===== config.mk =====
export PLATFORM = sky130hd
export DESIGN_NAME = sem_sqrt_cell
export DESIGN_NICKNAME = d
export VERILOG_FILES = /design/src/hdl/sem_pkg.sv /design/src/hdl/sem_sqrt_cell.sv
export SDC_FILE = /design/constraint.sdc
export NUM_CORES = 1
export LEC_CHECK = 0
export BUFFER_PORTS_ARGS = -buffer_cell sky130_fd_sc_hd__clkbuf_2
export CAP_MARGIN = 20
export CORE_MARGIN = 5
export CORE_UTILIZATION = 55
export DETAILED_ROUTE_END_ITERATION = 12
export PLACE_DENSITY = 0.81
export SYNTH_ARGS = -nofsm -noshare
export SYNTH_HDL_FRONTEND = slang
export SYNTH_SLANG_ARGS = --single-unit

===== constraint.sdc =====
create_clock -name clk -period 0.8 [get_ports clk]
set_input_delay 0.2 -clock clk [delete_from_list [all_inputs] [get_ports clk]]
set_output_delay 0.2 -clock clk [all_outputs]
set_load 0.05 [all_outputs]

===== src/hdl/sem_pkg.sv =====
// ----------------------------------------------------------------------------
// Sobel edge magnitude package
// Shared types, register indexes, reset values and small helper functions.
// ----------------------------------------------------------------------------
`default_nettype none

package sem_pkg;

	localparam int MAX_WIDTH_DEF  = 2048;
	localparam int MAX_HEIGHT_DEF = 4096;

	localparam int CFG_IDX_W  = 2;
	localparam int CFG_DATA_W = 13;

	localparam logic [CFG_IDX_W-1:0] CFG_FRAME_WIDTH    = 2'd0;
	localparam logic [CFG_IDX_W-1:0] CFG_FRAME_HEIGHT   = 2'd1;
	localparam logic [CFG_IDX_W-1:0] CFG_MAGNITUDE_MODE = 2'd2;

	localparam logic [11:0] FRAME_WIDTH_RST  = 12'd640;
	localparam logic [12:0] FRAME_HEIGHT_RST = 13'd480;

	localparam logic [7:0] MAG_CLAMP = 8'd255;

	typedef struct packed {
		logic       mode;
		logic [7:0] in_red;
		logic [7:0] in_green;
		logic [7:0] in_blue;
	} pixel_t;

	typedef struct packed {
		logic [7:0] edge_red;
		logic [7:0] edge_green;
		logic [7:0] edge_blue;
		logic       last;
		logic       frame_end;
	} result_t;

	// one color channel on its way through the root chain
	typedef struct packed {
		logic        sat;
		logic [15:0] rad;
		logic [7:0]  root;
		logic [7:0]  l1;
	} sq_chan_t;

	typedef struct packed {
		sq_chan_t [2:0] ch;
		logic           mode;
		logic           last;
		logic           fend;
	} sq_beat_t;

	typedef struct packed {
		logic [2:0][9:0] ax;
		logic [2:0][9:0] ay;
		logic            mode;
		logic            last;
		logic            fend;
	} grad_t;

	typedef enum logic [1:0] {
		S_IDLE,
		S_LOAD,
		S_EMIT1,
		S_EMIT2
	} seq_state_t;

	function automatic logic [9:0] abs_diff(input logic [9:0] a, input logic [9:0] b);
		abs_diff = (a >= b) ? (a - b) : (b - a);
	endfunction

	// weighted sum of three 8-bit taps: a + 2b + c
	function automatic logic [9:0] tap_sum(input logic [7:0] a, input logic [7:0] b,
		input logic [7:0] c);
		tap_sum = {2'b00, a} + {1'b0, b, 1'b0} + {2'b00, c};
	endfunction

endpackage

`default_nettype wire


===== src/hdl/sem_sqrt_cell.sv =====
// ----------------------------------------------------------------------------
// Sobel root cell
// Decide one bit of the integer square root for all three channels.
// ----------------------------------------------------------------------------
`default_nettype none

module sem_sqrt_cell
	import sem_pkg::*;
#(
	parameter int BIT = 7
) (
	input  wire logic     clk,
	input  wire logic     arst_n,
	input  wire logic     adv,
	input  wire logic     in_v,
	input  wire sq_beat_t in_beat,
	output logic          out_v,
	output sq_beat_t      out_beat
);

	localparam logic [7:0] TRIAL_BIT = 8'(1 << BIT);

	logic     v_q;
	sq_beat_t beat_q;
	sq_beat_t nxt;

	always_comb begin
		logic [7:0]  t;
		logic [15:0] tt;
		nxt = in_beat;
		for (int k = 0; k < 3; k++) begin
			t  = in_beat.ch[k].root | TRIAL_BIT;
			tt = 16'(t) * 16'(t);
			if (tt <= in_beat.ch[k].rad) begin
				nxt.ch[k].root = t;
			end
		end
	end

	always_ff @(posedge clk or negedge arst_n) begin
		if (!arst_n) begin
			v_q <= 1'b0;
		end else if (adv) begin
			v_q <= in_v;
		end
	end

	always_ff @(posedge clk) begin
		if (adv) begin
			beat_q <= nxt;
		end
	end

	assign out_v    = v_q;
	assign out_beat = beat_q;

endmodule

`default_nettype wire

* Word-level counts from Yosys, hierarchy flattened
Index checks and enable logic that the tools add are counted.
** Storage, ports and cells
- Memories :: 0
- Logic and storage cells :: 25
- ROM bits :: 0
- Memory bits (writable) :: 0
- Latch bits :: 0
- Input port bits :: 106
- Output and inout bits :: 103
- Register bits :: 103
** Cells by class
- Multiplexer cells :: 0
- Magnitude comparators :: 3
- Bitwise gates (word level) :: 0
- Shift operators :: 0
- Add/subtract/negate cells :: 0
- Reductions and logical operators :: 0
- Multipliers :: 3
- Div/mod/pow operators :: 0
- Equal/unequal tests :: 0
** Operator list (number)
- $le 16x16->1 :: 3
- $mul 8x8->16 :: 3

* Depth between registers and ports, before layout
Gate-level depths: netlist of the first run.
- Word-level depth :: 2
- Depth in mapped cells :: 22
- Depth with buffers taken out :: 22

* Worst setup path before layout of the first run
No wires, ideal clock.
- Kind :: input-to-reg
- Start point :: in in_beat[83] (netlist name)
- End point :: reg beat_q, in the netlist out_beat[84] (data pin)
- Buffers on the path :: 1
- Path slack :: -4.177 ns
- Arrival time :: 4.716 ns
- Required time :: 0.539 ns
- Stages :: 20
- Setup time :: 0.261 ns
- Path through :: clkbuf_1 > nand2_1 > fa_1 > inv_1 > fa_1 > inv_1 > fa_1 > fa_1 > inv_1 > ha_1 > o21ai_0 > nor2b_1 > nor2_1 > xor2_1 > ha_1 > nand4_1 > nor3_1 > a21oi_1 > a31oi_1 > o31ai_1
** Between the ends
- Cells in the longest elaborated chain, start to end :: 2
** Ends and longest elaborated chain
- start: declaration :: RTL line sem_sqrt_cell.sv:16 : input wire sq_beat_t in_beat,
- $mul 8x8->16 :: RTL line sem_sqrt_cell.sv:33 : tt = 16'(t) * 16'(t);
- $le 16x16->1 :: RTL line sem_sqrt_cell.sv:34 : if (tt <= in_beat.ch[k].rad) begin
- end signal: assignment :: RTL line sem_sqrt_cell.sv:50 : beat_q <= nxt;
- end: declaration :: RTL line sem_sqrt_cell.sv:24 : sq_beat_t beat_q;
Every way passes these cells.
A chain may end at the register's enable or synchronous reset.

* Worst setup path in the final report of the first run
- Start point :: in in_beat[13] (netlist name)
- End point :: reg beat_q, in the netlist out_beat[18] (data pin)
Same word-level chain as after synthesis.

==> flow_summary.json, run 1 <==
{
  "fmax_mhz": 205,
  "netlist_area_sq_um": 9190,
  "worst_ep_required_time_ns": 0.97,
  "synth-edff-count": 102,
  "die_w_um": 139,
  "root_buffer": "clkbuf_16",
  "slew_headroom_pct": 58.1,
  "tightestPinTransition_ns": 0.622,
  "coreArea_sq_um": 16500,
  "hold_viol_final": 1,
  "num-fill-cells": 767,
  "crit_path_max_fanout": 5,
  "drt-initial-drc-count": 944,
  "vias": 8877,
  "yosysMostFrequentCell": "inv_1",
  "synthFlopType": "edfxtp_1",
  "rows": 47,
  "grt_pass1_vias": 8884,
  "r2r_start": "out_v",
  "ant_nets": 0,
  "yosysSeqAreaShare_pct": 33.6,
  "worstSetupStartpoint": "in_beat[13]",
  "p_per_area_nw_per_um2": 3020,
  "seq_area_sq_um": 3090,
  "worstSetupEndpointType": "flip-flop",
  "leakage_nw": 6.92,
  "path_clk_slew_ns": 0.09,
  "fin_nets": 1615,
  "synth_top_area_share_pct": 33.3,
  "power.total_w": 0.0419,
  "insertion_delay_ns": 0.36,
  "violations": "negative hold slack, negative setup slack",
  "setup_viol": 107,
  "ys_warn_count": 0,
  "slew_viol_final": 0,
  "synth_area_leaders": "edfxtp_1 (33%), ha_1 (18%), fa_1 (17%)",
  "internal_power_w": 0.0228,
  "power.share.clock_pct": 11.6,
  "setup_tns_ns": -48.84,
  "post_drt_wl_per_cell_um": 21.7,
  "synthDistinctLibCells": 50,
  "initial_core_util_pct": 55.8,
  "p_seq_share_pct": 16.1,
  "synth_area_per_cell_sq_um": 10.4,
  "final_layout_size_suffix_gt1_share_pct": 40.9,
  "critPathArrivalTime_ns": 5.04,
  "finalCriticalPeriod_ns": 4.88,
  "worstSetupPathType": "in2reg",
  "rsz0062_at_grt": "yes",
  "pre_cts_slack_ns": -4.18,
  "whs_ns": -0.00124,
  "synth_area_leader_cell": "edfxtp_1",
  "outcome": "finished with violations",
  "grt_usage_pct": 29.0,
  "period_share_pct": 610,
  "vias_per_cell": 5.83,
  "ys_ff_latch": 103,
  "switching_share_pct": 45.7,
  "fp.dieArea_sq_um": 19400,
  "worst_hold_startpoint": "in_beat[10]",
  "diodes": 0,
  "htreeDepth": 3,
  "start_kind": "input port",
  "utilization_pct": 84.2,
  "power_frac_comb_pct": 72.3,
  "dp_hpwl_um": 19400,
  "clockBufferDepth": 2,
  "multi_input_area_sq_um": 5770,
  "wirelength_um": 33100,
  "grt-ovfl-total": 0,
  "route.detailed.drc": 0,
  "clock-sinks": 103,
  "synth_cells": 887,
  "hold_path_class": "in2reg",
  "fin_skew_ns": 0,
  "synthTopCellsByCount": "inv_1 (212), ha_1 (133), edfxtp_1 (102), fa_1 (78), nor2_1 (53)",
  "first_pass_iters": 7,
  "cts_buffers": 9,
  "layout_setup_ws_ns": -4.08,
  "grt_pass1_wl_um": 44700,
  "area_growth_pct": 51.0,
  "ir_worst_vdd_uv": 1830,
  "place.gp.congestion": 0.860,
  "antenna_found_initial": 0,
  "numPortBuffers": 208,
  "cts_tree": "done",
  "die_height_um": 139,
  "io_pins": 209,
  "p_sw_w": 0.0192,
  "async_reset_ff_share_pct": 0.971,
  "cap_violations": 0,
  "grt_max_degree": 38
}
final timing paths:
check,endpoint,slack (ns),cells past startpoint
max in group asynchronous,out_v,0.53,2
setup / recovery,out_beat[18],-4.08,24
min in group asynchronous,out_v,0.16,2
hold / removal,out_beat[10],-0.001,1
setup reg to reg,out_v,-0.12,2
hold reg to reg,out_v,0.66,2
timing repair:
item,CTS,global route
resized for setup,230,141
pin swaps,12,69
setup buffers,0,16
endpoints found under the setup margin,106,107
hold buffers,1,0
hold endpoints to repair,1,0
cell families after synthesis:
logic type	synth area share [%]
AO/OA/AOI/OAI	8.30
XOR/XNOR	3.81
adder cells (fa/ha/maj)	35.1
buffers and inverters	8.95
flip-flops	33.6
multiplexers	0.232
other	0.0818
AND/OR/NAND/NOR	9.90
per-layer routing:
layer | up-vias | part of all wire [%] | GRT usage, %
met5 | - | 0 | 0
met4 | 0 | 7.2 | 15.3
met3 | 212 | 9.9 | 6.83
met2 | 692 | 50 | 51.8
met1 | 4214 | 33 | 32.0
li1 | 3759 | - | -
metrics by stage:
step                area (sq um)  hold WS (ns)  instances
global placement           12100       -0.0123       1491
finish                     13900      -0.00124       1523
detailed placement         12100      -0.00605       1491
floorplan                   9420       -0.0956        889
global route               13900      -0.00751       1523
CTS                        13400       0.00358       1508
flip-flops by register name, summed over array words and instances, names as in the netlist:
name,count
out_beat,102
out_v,1
area by class of cell:
class,count,share of cell area [%]
multi-input cells,567,41.6
repair buffers,405,26.1
flip-flops and latches,103,22.3
inverters,212,5.86
well taps,220,1.99
clock buffers,9,1.62
clock inverters,7,0.605
power by group through the flow:
stage	clock [W]	sequential (W)	combinational (W)
6_report	0.00485	0.00677	0.0303
5_1_grt	0.00507	0.00679	0.0323
3_3_place_gp	0	0.00671	0.0233
4_1_cts	0.00464	0.00667	0.0257
2_1_floorplan	0	0.00832	0.0147
3_5_place_dp	0	0.00672	0.0244
worst max-delay path: stages:
cell      delay, ns
clkbuf_8       0.12
inv_1          0.07
buf_4          0.16
nor2_1         0.18
ha_2           0.23
inv_1          0.08
fa_1           0.58
inv_1          0.06
ha_1           0.28
fa_1           0.54
inv_1          0.08
fa_2           0.37
nor2b_2        0.16
o31a_1         0.20
buf_4          0.14
o21ai_2        0.07
a21oi_1        0.21
xor2_1         0.25
ha_1           0.30
nand2_1        0.13
nor2_1         0.07
a211oi_2       0.15
o21ai_1        0.10
o31ai_1        0.33
cells in the final DEF, fill, tap and decap left out, types with 8 or more instances in the layout:
cell and n:
inv_2 18, nor2_1 43, clkbuf_8 67, a21oi_1 37, edfxtp_1 102, buf_6 11
buf_8 41, ha_4 11, xnor2_1 29, clkbuf_2 91, inv_1 189, o21ai_0 15
clkbuf_16 9, fa_1 72, nand2_1 42, nor2_2 8, ha_1 116, xor2_1 10
buf_4 187, nand3_1 10, nor3_1 15
(Power assumes the default switching activity.)
==> run 2, diff against run 1 <==
--- a/config.mk
+++ b/config.mk
@@ -10,7 +10,10 @@
 export CORE_MARGIN = 5
 export CORE_UTILIZATION = 55
 export DETAILED_ROUTE_END_ITERATION = 12
+export MAX_ROUTING_LAYER = met4
 export PLACE_DENSITY = 0.81
+export SETUP_SLACK_MARGIN = 0.1
 export SYNTH_ARGS = -nofsm -noshare
 export SYNTH_HDL_FRONTEND = slang
 export SYNTH_SLANG_ARGS = --single-unit
+export TNS_END_PERCENT = 30
==> flow_summary.json, run 2 (same netlist as run 1, synthesis figures left out) <==
{
  "worstSetupEndpointType": "flip-flop",
  "path_buf_inv": 6,
  "vias_per_cell": 5.87,
  "grt_usage_pct": 32.3,
  "num-fill-cells": 719,
  "final_layout_size_suffix_gt1_share_pct": 42.4,
  "seq_area_sq_um": 3090,
  "layout_commonest_cell": "buf_4",
  "finalCriticalPeriod_ns": 4.95,
  "hold_path_class": "in2reg",
  "first_pass_iters": 6,
  "initial_core_util_pct": 55.8,
  "crit_path_max_fanout": 5,
  "fin_skew_ns": 0,
  "largest_register_ffs": 102,
  "start_kind": "input port",
  "cap_violations": 0,
  "grt_pass1_vias": 9336,
  "slew_headroom_pct": 66.8,
  "grt-ovfl-total": 0,
  "antenna_found_initial": 1,
  "fp.dieArea_sq_um": 19400,
  "wirelength_um": 35300,
  "worstSetupPathType": "in2reg",
  "grt_max_degree": 38,
  "fin_nets": 1624,
  "outcome": "finished with violations",
  "crit_family": "adder cells",
  "hold_path_depth": 1,
  "clock-sinks": 103,
  "slowest_delay_ns": 0.55,
  "clockBufferDepth": 2,
  "coreArea_sq_um": 16500,
  "period_share_pct": 618,
  "cp_cell_sequence": "clkbuf_8 -> buf_4 -> nand2_2 -> inv_2 -> fa_1 -> fa_2 -> inv_2 -> fa_2 -> fa_1 -> inv_1 -> ha_2 -> or3_4 -> or3_4 -> and2_4 -> xor2_2 -> ha_1 -> nand2_2 -> buf_4 -> nor3_2 -> a21boi_2 -> o31ai_1",
  "io_pins": 209,
  "setup_viol": 107,
  "whs_ns": -0.00298,
  "multi_input_area_sq_um": 5900,
  "post_drt_wl_per_cell_um": 23.0,
  "regToRegEndpoint": "out_v",
  "reg2reg_depth": 2,
  "die_w_um": 139,
  "cts_buffers": 9,
  "root_buffer": "clkbuf_16",
  "numPortBuffers": 208,
  "ir_worst_vdd_uv": 1970,
  "leakage_nw": 6.96,
  "area_growth_pct": 53.2,
  "die_height_um": 139,
  "critPathArrivalTime_ns": 5.05,
  "gr-usage-met3_pct": 7.58,
  "top_usage_layer": "met2",
  "htreeDepth": 3,
  "drt-initial-drc-count": 1011,
  "layout_common_cells": "buf_4 (198), inv_1 (192), ha_1 (110), edfxtp_1 (102), clkbuf_2 (92)",
  "route.detailed.drc": 0,
  "rrSetupSlack_ns": -0.15,
  "place.gp.congestion": 0.866,
  "dp_hpwl_um": 19700,
  "ant_nets": 0,
  "violations": "negative hold slack, negative setup slack",
  "grt_pass1_wl_um": 48100,
  "vias": 9002,
  "layout_setup_ws_ns": -4.15,
  "worst_hold_startpoint": "in_beat[7]",
  "rows": 47,
  "tightestPinTransition_ns": 0.493,
  "fmax_mhz": 202,
  "setup_tns_ns": -49.49,
  "insertion_delay_ns": 0.37,
  "worst_ep_required_time_ns": 0.91,
  "hold_viol_final": 2,
  "rsz0062_at_grt": "yes",
  "grt_use_met2_pct": 56.8,
  "slew_viol_final": 0,
  "r2r_start": "out_v",
  "cp_slowest_cell": "fa_2",
  "path_clk_slew_ns": 0.09,
  "use_met1_pct": 33.9,
  "power.total_w": 0.0436,
  "holdPathEnd": "out_beat[7]",
  "p_per_area_nw_per_um2": 3100,
  "cts_tree": "done"
}
==> run 2: cell count changes in the layout (fill, tap and decap cells not counted), sizes merged <==
cell and change:
clkbuf -9, dlygate4sd3 +4, buf +14, diode +1
==> run 2: final cells by class <==
class	count	share of cell area, %
diodes	1	0.0178
clock buffers	9	1.60
clock inverters	7	0.578
inverters	212	5.73
multi-input cells	567	41.9
flip-flops and latches	103	21.9
well taps	220	1.96
repair buffers	414	26.2
==> run 2: worst max path at each step <==
stage                            from           end  slack (ns)  depth (start not counted)
final                     in_beat[13]  out_beat[18]       -4.15                         21
after CTS                 in_beat[79]  out_beat[84]       -3.74                         20
after global routing      in_beat[12]  out_beat[18]       -4.19                         20
after detailed placement  in_beat[81]  out_beat[84]       -4.26                         20
after floorplan           in_beat[17]  out_beat[18]       -3.79                         19
after global placement    in_beat[13]  out_beat[18]       -4.01                         19
==> run 2: through the flow <==
stage               hold slack [ns]  worst slack, ns  std cells  area (sq um)  util [%]
floorplan                   -0.0956            -3.79        889          9420         -
global placement            -0.0124            -4.01       1492         12100      73.4
detailed placement          -0.0130            -4.26       1492         12100      73.4
CTS                         0.00764            -3.74       1515         13500      82.1
global route               -0.00604            -4.19       1533         14100      85.5
finish                     -0.00298            -4.15       1533         14100      85.5
==> run 2: repair_timing <==
| item | in CTS | in global routing |
|---|---|---|
| endpoints found under the hold margin | 1 | 4 |
| endpoints found under the setup margin | 107 | 107 |
| setup buffers | 6 | 13 |
| hold buffers | 1 | 4 |
| pin swaps | 28 | 64 |
| gates resized for setup | 246 | 145 |
==> run 2: report_power, final <==
group / total [W] / switching [W] / internal [W]
clock: 0.00483 / 0.00258 / 0.00225
combinational: 0.0320 / 0.0172 / 0.0148
sequential: 0.00678 / 0.000313 / 0.00647
total: 0.0436 / 0.0201 / 0.0235
==> run 2: metal layers <==
layer | vias up | share of wire [%] | wire length (um)
met4 | 0 | 8.4 | 2970
li1 | 3775 | - | -
met5 | - | 0 | 0
met3 | 237 | 9.4 | 3320
met2 | 734 | 50 | 17600
met1 | 4256 | 32 | 11400
